==> src/dsd_pkg.sv <==
// Shared types, constants and tables for the damped spectral division block.
// Used by dsd_ctrl, dsd_datapath and damped_spectral_division.
`timescale 1ns / 1ps
`default_nettype none

package dsd_pkg;

  localparam int COEFF_BITS  = 24;
  localparam int FRAC_W      = 17;
  localparam int CNT_W       = 14;
  localparam int MAX_SAMPLES = 8192;
  localparam int STEP_W      = 7;

  localparam int MUL_STEPS  = 9;
  localparam int DIV_STEPS  = 80;
  localparam int DAMP_STEPS = FRAC_W;
  localparam int SQ_STEPS   = 3;
  localparam int SQRT_STEPS = 32;
  localparam int COR_STEPS  = 17;

  localparam int PHASE_LIM = 23040;
  localparam int HALF_TURN = 180 * 65536;

  localparam logic [FRAC_W-1:0] DAMP_FRAC_RST = FRAC_W'(6554);
  localparam logic [CNT_W-1:0]  SAMPLE_CNT_RST = CNT_W'(1024);

  localparam logic CFG_DAMP_FRAC  = 1'b0;
  localparam logic CFG_SAMPLE_CNT = 1'b1;

  typedef enum logic [4:0] {
    OP_NONE,
    OP_LATCH,
    OP_MUL,
    OP_ENERGY,
    OP_DIV_LOAD_E,
    OP_DIV_LOAD_RE,
    OP_DIV_LOAD_IM,
    OP_DIV_LOAD_RATIO,
    OP_DIV_STEP,
    OP_STORE_RE,
    OP_STORE_IM,
    OP_DAMP_STEP,
    OP_DAMP_STORE,
    OP_DEN,
    OP_SQ,
    OP_SQRT_LOAD_RATIO,
    OP_SQRT_STEP,
    OP_STORE_MAG,
    OP_STORE_RATIO,
    OP_COR_LOAD,
    OP_COR_STEP,
    OP_OUT
  } op_e;

  typedef struct packed {
    op_e              op;
    logic [STEP_W-1:0] step;
  } dsd_cmd_t;

  typedef struct packed {
    logic is_divide;
    logic is_last;
    logic out_free;
  } dsd_stat_t;

  // arctangent of 2^-i in 1/65536 degree
  function automatic logic [21:0] atan_entry(input logic [4:0] i);
    logic [21:0] v;
    unique case (i)
      5'd0:    v = 22'd2949120;
      5'd1:    v = 22'd1740967;
      5'd2:    v = 22'd919879;
      5'd3:    v = 22'd466945;
      5'd4:    v = 22'd234379;
      5'd5:    v = 22'd117304;
      5'd6:    v = 22'd58666;
      5'd7:    v = 22'd29335;
      5'd8:    v = 22'd14668;
      5'd9:    v = 22'd7334;
      5'd10:   v = 22'd3667;
      5'd11:   v = 22'd1833;
      5'd12:   v = 22'd917;
      5'd13:   v = 22'd458;
      5'd14:   v = 22'd229;
      5'd15:   v = 22'd115;
      5'd16:   v = 22'd57;
      default: v = 22'd0;
    endcase
    return v;
  endfunction

  // quotient magnitude to signed Q16.16 with saturation; result {sat, value}
  function automatic logic [32:0] sat_part(input logic neg, input logic [79:0] q);
    logic big;
    logic [32:0] r;
    big = |q[79:32];
    if (!neg) begin
      if (big || q[31]) r = {1'b1, 32'h7FFF_FFFF};
      else              r = {1'b0, q[31:0]};
    end else begin
      if (big || (q[31] && (|q[30:0]))) r = {1'b1, 32'h8000_0000};
      else                              r = {1'b0, 32'(-q[31:0])};
    end
    return r;
  endfunction

endpackage

`default_nettype wire

==> src/dsd_ctrl.sv <==
// Sequencer for the damped spectral division block.
// At most one datapath command a cycle; needs dsd_pkg.
`timescale 1ns / 1ps
`default_nettype none

module dsd_ctrl
  import dsd_pkg::*;
(
  input  wire logic      clk_i,
  input  wire logic      rst_ni,
  input  wire logic      in_valid_i,
  output logic           in_ready_o,
  input  wire dsd_stat_t stat_i,
  output dsd_cmd_t       cmd_o
);

  localparam logic [4:0] ST_IDLE   = 5'd0;
  localparam logic [4:0] ST_MUL    = 5'd1;
  localparam logic [4:0] ST_ENERGY = 5'd2;
  localparam logic [4:0] ST_DLE    = 5'd3;
  localparam logic [4:0] ST_DIVE   = 5'd4;
  localparam logic [4:0] ST_DAMP   = 5'd5;
  localparam logic [4:0] ST_DSTORE = 5'd6;
  localparam logic [4:0] ST_DEN    = 5'd7;
  localparam logic [4:0] ST_DLRE   = 5'd8;
  localparam logic [4:0] ST_DIVRE  = 5'd9;
  localparam logic [4:0] ST_SRE    = 5'd10;
  localparam logic [4:0] ST_DLIM   = 5'd11;
  localparam logic [4:0] ST_DIVIM  = 5'd12;
  localparam logic [4:0] ST_SIM    = 5'd13;
  localparam logic [4:0] ST_SQ     = 5'd14;
  localparam logic [4:0] ST_SQRT1  = 5'd15;
  localparam logic [4:0] ST_SMAG   = 5'd16;
  localparam logic [4:0] ST_DLRA   = 5'd17;
  localparam logic [4:0] ST_DIVRA  = 5'd18;
  localparam logic [4:0] ST_SQRA   = 5'd19;
  localparam logic [4:0] ST_SQRT2  = 5'd20;
  localparam logic [4:0] ST_SRA    = 5'd21;
  localparam logic [4:0] ST_CLOAD  = 5'd22;
  localparam logic [4:0] ST_COR    = 5'd23;
  localparam logic [4:0] ST_FIN    = 5'd24;

  logic [4:0]        state_q, state_d;
  logic [STEP_W-1:0] step_q, step_d;

  always_comb begin
    state_d    = state_q;
    step_d     = step_q;
    in_ready_o = 1'b0;
    cmd_o.op   = OP_NONE;
    cmd_o.step = step_q;
    unique case (state_q)
      ST_IDLE: begin
        in_ready_o = 1'b1;
        if (in_valid_i) begin
          cmd_o.op = OP_LATCH;
          step_d   = '0;
          state_d  = ST_MUL;
        end
      end
      ST_MUL: begin
        cmd_o.op = OP_MUL;
        if (step_q == STEP_W'(MUL_STEPS - 1)) begin
          step_d  = '0;
          state_d = stat_i.is_divide ? ST_DEN : ST_ENERGY;
        end else step_d = step_q + 1'b1;
      end
      ST_ENERGY: begin
        cmd_o.op = OP_ENERGY;
        state_d  = stat_i.is_last ? ST_DLE : ST_IDLE;
      end
      ST_DLE: begin
        cmd_o.op = OP_DIV_LOAD_E;
        state_d  = ST_DIVE;
      end
      ST_DIVE: begin
        cmd_o.op = OP_DIV_STEP;
        if (step_q == STEP_W'(DIV_STEPS - 1)) begin
          step_d  = '0;
          state_d = ST_DAMP;
        end else step_d = step_q + 1'b1;
      end
      ST_DAMP: begin
        cmd_o.op = OP_DAMP_STEP;
        if (step_q == STEP_W'(DAMP_STEPS - 1)) begin
          step_d  = '0;
          state_d = ST_DSTORE;
        end else step_d = step_q + 1'b1;
      end
      ST_DSTORE: begin
        cmd_o.op = OP_DAMP_STORE;
        state_d  = ST_IDLE;
      end
      ST_DEN: begin
        cmd_o.op = OP_DEN;
        state_d  = ST_DLRE;
      end
      ST_DLRE: begin
        cmd_o.op = OP_DIV_LOAD_RE;
        state_d  = ST_DIVRE;
      end
      ST_DIVRE: begin
        cmd_o.op = OP_DIV_STEP;
        if (step_q == STEP_W'(DIV_STEPS - 1)) begin
          step_d  = '0;
          state_d = ST_SRE;
        end else step_d = step_q + 1'b1;
      end
      ST_SRE: begin
        cmd_o.op = OP_STORE_RE;
        state_d  = ST_DLIM;
      end
      ST_DLIM: begin
        cmd_o.op = OP_DIV_LOAD_IM;
        state_d  = ST_DIVIM;
      end
      ST_DIVIM: begin
        cmd_o.op = OP_DIV_STEP;
        if (step_q == STEP_W'(DIV_STEPS - 1)) begin
          step_d  = '0;
          state_d = ST_SIM;
        end else step_d = step_q + 1'b1;
      end
      ST_SIM: begin
        cmd_o.op = OP_STORE_IM;
        state_d  = ST_SQ;
      end
      ST_SQ: begin
        cmd_o.op = OP_SQ;
        if (step_q == STEP_W'(SQ_STEPS - 1)) begin
          step_d  = '0;
          state_d = ST_SQRT1;
        end else step_d = step_q + 1'b1;
      end
      ST_SQRT1: begin
        cmd_o.op = OP_SQRT_STEP;
        if (step_q == STEP_W'(SQRT_STEPS - 1)) begin
          step_d  = '0;
          state_d = ST_SMAG;
        end else step_d = step_q + 1'b1;
      end
      ST_SMAG: begin
        cmd_o.op = OP_STORE_MAG;
        state_d  = ST_DLRA;
      end
      ST_DLRA: begin
        cmd_o.op = OP_DIV_LOAD_RATIO;
        state_d  = ST_DIVRA;
      end
      ST_DIVRA: begin
        cmd_o.op = OP_DIV_STEP;
        if (step_q == STEP_W'(DIV_STEPS - 1)) begin
          step_d  = '0;
          state_d = ST_SQRA;
        end else step_d = step_q + 1'b1;
      end
      ST_SQRA: begin
        cmd_o.op = OP_SQRT_LOAD_RATIO;
        state_d  = ST_SQRT2;
      end
      ST_SQRT2: begin
        cmd_o.op = OP_SQRT_STEP;
        if (step_q == STEP_W'(SQRT_STEPS - 1)) begin
          step_d  = '0;
          state_d = ST_SRA;
        end else step_d = step_q + 1'b1;
      end
      ST_SRA: begin
        cmd_o.op = OP_STORE_RATIO;
        state_d  = ST_CLOAD;
      end
      ST_CLOAD: begin
        cmd_o.op = OP_COR_LOAD;
        state_d  = ST_COR;
      end
      ST_COR: begin
        cmd_o.op = OP_COR_STEP;
        if (step_q == STEP_W'(COR_STEPS - 1)) begin
          step_d  = '0;
          state_d = ST_FIN;
        end else step_d = step_q + 1'b1;
      end
      ST_FIN: begin
        if (stat_i.out_free) begin
          cmd_o.op = OP_OUT;
          state_d  = ST_IDLE;
        end
      end
      default: begin
        state_d = ST_IDLE;
        step_d  = '0;
      end
    endcase
  end

  always_ff @(posedge clk_i or negedge rst_ni) begin
    if (!rst_ni) begin
      state_q <= ST_IDLE;
      step_q  <= '0;
    end else begin
      state_q <= state_d;
      step_q  <= step_d;
    end
  end

endmodule

`default_nettype wire

==> config.mk <==
export PLATFORM = sky130hd
export DESIGN_NAME = dsd_ctrl
export DESIGN_NICKNAME = d
export VERILOG_FILES = /design/src/dsd_pkg.sv /design/src/dsd_ctrl.sv
export SDC_FILE = /design/constraint.sdc
export NUM_CORES = 1
export LEC_CHECK = 0
export CORE_UTILIZATION = 45
export DETAILED_ROUTE_END_ITERATION = 10
export DONT_BUFFER_PORTS = 1
export GPL_TIMING_DRIVEN = 1
export SYNTH_ARGS = -nofsm -noshare
export SYNTH_HDL_FRONTEND = slang
export SYNTH_SLANG_ARGS = --single-unit
==> constraint.sdc <==
create_clock -name clk_i -period 1.95 [get_ports clk_i]
set_input_delay 0 -clock clk_i [delete_from_list [all_inputs] [get_ports clk_i]]
set_output_delay 0 -clock clk_i [all_outputs]
set_load 0.005 [all_outputs]
==> metrics.csv <==
metric,value,unit
syn2layout_area_growth,23.6,%
cts_max_path_buffers,2,
h-tree-depth,1,
crit_family,simple AND/OR/NAND/NOR gates,
drc,0,
pre_cts_slack,-40.3,ps
dieArea,3150,um2
synth.yosys.seq_area_share,22.8,%
final-hold-violation-count,0,
crit_chain,inv_2 > ha_4 > nor4b_4 > a311oi_2 > nor3_4 > buf_6 > nand4_4 > mux2_4,
io_pins,19,
vias_per_cell,6.48,
setup_slack,-42.3,ps
routedWlPerCell,18.2,um
grt_util_met1,32.3,%
core_area,2760,um2
synth.net_count,181,
path_buf_inv,2,
rsz0062_at_grt,yes,
r2r_slack,-40,ps
cts_root_buf,clkbuf_4,
final_antenna_net_count,0,
vdd_drop_max,0.329,mV
die_h,56.1,um
violations,negative setup slack,
holdPathStages,4,
slew_headroom,59.1,%
reg2reg_depth,8,
die_width,56.1,um
finalPower,462,uW
worstSetupPathType,reg2reg,
drv_cap,0,
stdcell_area,1630,um2
ys.flop_type,dfrtp_1,
cpMaxStageDelayCell,dfrtp_1,
status,"complete, but fails checks",
drtPass1Iterations,4,
arrival,2170,ps
path_depth,8,
grt_pass1_wl,6520,um
synthTopCellsByArea,"dfrtp_1 23%, o21ai_0 4.9%, a32oi_1 4.0%, a21oi_1 3.8%, ha_1 3.8%",
num-fill-cells,284,
setup-violations-final,5,
num_rows,19,
ys_async_sr_fraction,100,%
maxSlewViolCount,0,
vias,1439,
fin_worst_skew,6.34,ps
clk_pin_slew,80,ps
synth_seq_cells,12,
post_dp_cell_area,1510,um2
start_util,47.8,%
port_buffers,0,
grtUsageMet2,46.3,%
cts_sinks,12,
syn_area_per_cell,7.71,um2
ys_warn_count,0,
top_usage_layer,met2,
wl,4050,um
yosysTopAreaCell,dfrtp_1,
grt_usage,26.0,%
routabilityCongestion,0.826,
final.setup.tns,-81.8,ps
synth_top_area_share,22.8,%
antenna_cells,0,
synth.distinct_cells,49,
clk_latency,280,ps
cp-end-kind,flip-flop,
cp.required,2130,ps
p_leak,0.712,nW
nets,202,
final_util,59.1,%
cts_buffers,3,
syn_area,1320,um2
dr.first_iter.drc_count,61,
antenna_found_initial,0,
cp-start-kind,flip-flop,
syn_inst,171,
hold_class,in2reg,
cts_tree,yes,
period_share,102,%
first_global_vias,1375,
synth_common_cells,"13 x nand2_1, 13 x o21ai_0, 12 x dfrtp_1",
layout-drive-gt1-share,26.7,%
grt_overflow_total,0,
max_freq,502,MHz
worst_slew_pin_slew,611,ps
grt_util_met3,3.49,%
crit_fanout,3,
dpl.hpwl,2890,um
critPathMaxStageDelay,410,ps
synth-edff-count,0,
power.density,284,nW/um2
grt_max_degree,20,
finalCriticalPeriod,1990,ps
==> worst reg2reg max path: cells and delay by family (launching register included) <==
kind / cells / cell delay, ps
simple gates: 3 / 630
compound gates: 1 / 180
mux: 1 / 310
flops: 1 / 410
buf+inv: 2 / 240
fa+ha+maj: 1 / 130
==> metal layers <==
layer | vias up | share of wire (%) | wire length [um]
li1 | 684 | - | -
met1 | 700 | 42 | 1720
met2 | 48 | 52 | 2120
met3 | 7 | 4.0 | 160
met4 | 0 | 1.3 | 51
met5 | - | 0 | 0
==> where the power goes <==
part,internal (mW),switching [mW],leakage [nW]
Combinational,0.00231,0.00607,0.559
Clock,0.114,0.0917,0.0210
Sequential,0.249,0,0.132
==> cell type report <==
cell class                 instances  area [um2]  area share [%]
sequential                        12         302            18.5
multi-input combinational        135         973            59.7
clock buffer                       4        36.3            2.23
tap                               31        38.8            2.38
timing repair buffer              30         243            14.9
inverter                          10        37.5            2.30
==> final timing paths <==
| check | to | from |
|---|---|---|
| min reg2reg | step_q[0] | step_q[0] |
| min | state_q[2] | stat_i[2] |
| max reg2reg | state_q[3] | step_q[1] |
| max in group asynchronous | state_q[2] | rst_ni |
| min in group asynchronous | state_q[3] | rst_ni |
| max | state_q[3] | step_q[1] |
==> stage by stage <==
step	hold slack, ps	std cells
2_1_floorplan	-296	171
3_3_place_gp	-295	216
3_5_place_dp	-295	216
4_1_cts	105	221
5_1_grt	130	222
6_report	100	222
==> placed cells by master, fill, tap and decap left out, types with 4 or more instances in the layout <==
cell      instances
buf_4            25
nand2_1          13
o21ai_0          13
nor2_1           11
dfrtp_1          11
a21oi_1          10
inv_1             8
nand2b_1          8
nand3_1           6
o22ai_1           6
a32oi_1           6
nor2b_1           4
a21o_1            4
mux2i_1           4
buf_6             4
==> state kept, by name, indices dropped and copies added, names as in the netlist <==
register	flops
state_q	5
step_q	7
==> cell families (layout without fill, tap and decap cells) <==
kind of cell             count (synthesis)  in the layout  share of synthesized area (%)
AND/OR/NAND/NOR                         62             62                           28.0
AO/OA/AOI/OAI                           61             61                           31.5
buffers and inverters                   24             44                           7.40
flip-flops                              12             12                           22.8
multiplexers                             7              7                           5.88
adder cells (fa/ha/maj)                  4              4                           3.80
XOR/XNOR                                 1              1                          0.664
==> repair_timing <==
item / CTS / global route
gates resized for setup: 7 / 8
hold buffers: 1 / 0
endpoints found under the setup margin: 7 / 8
endpoints found under the hold margin: 12 / 0
buffers inserted: 0 / 1
pin swaps: 0 / 4
(Power assumes the default switching activity.)
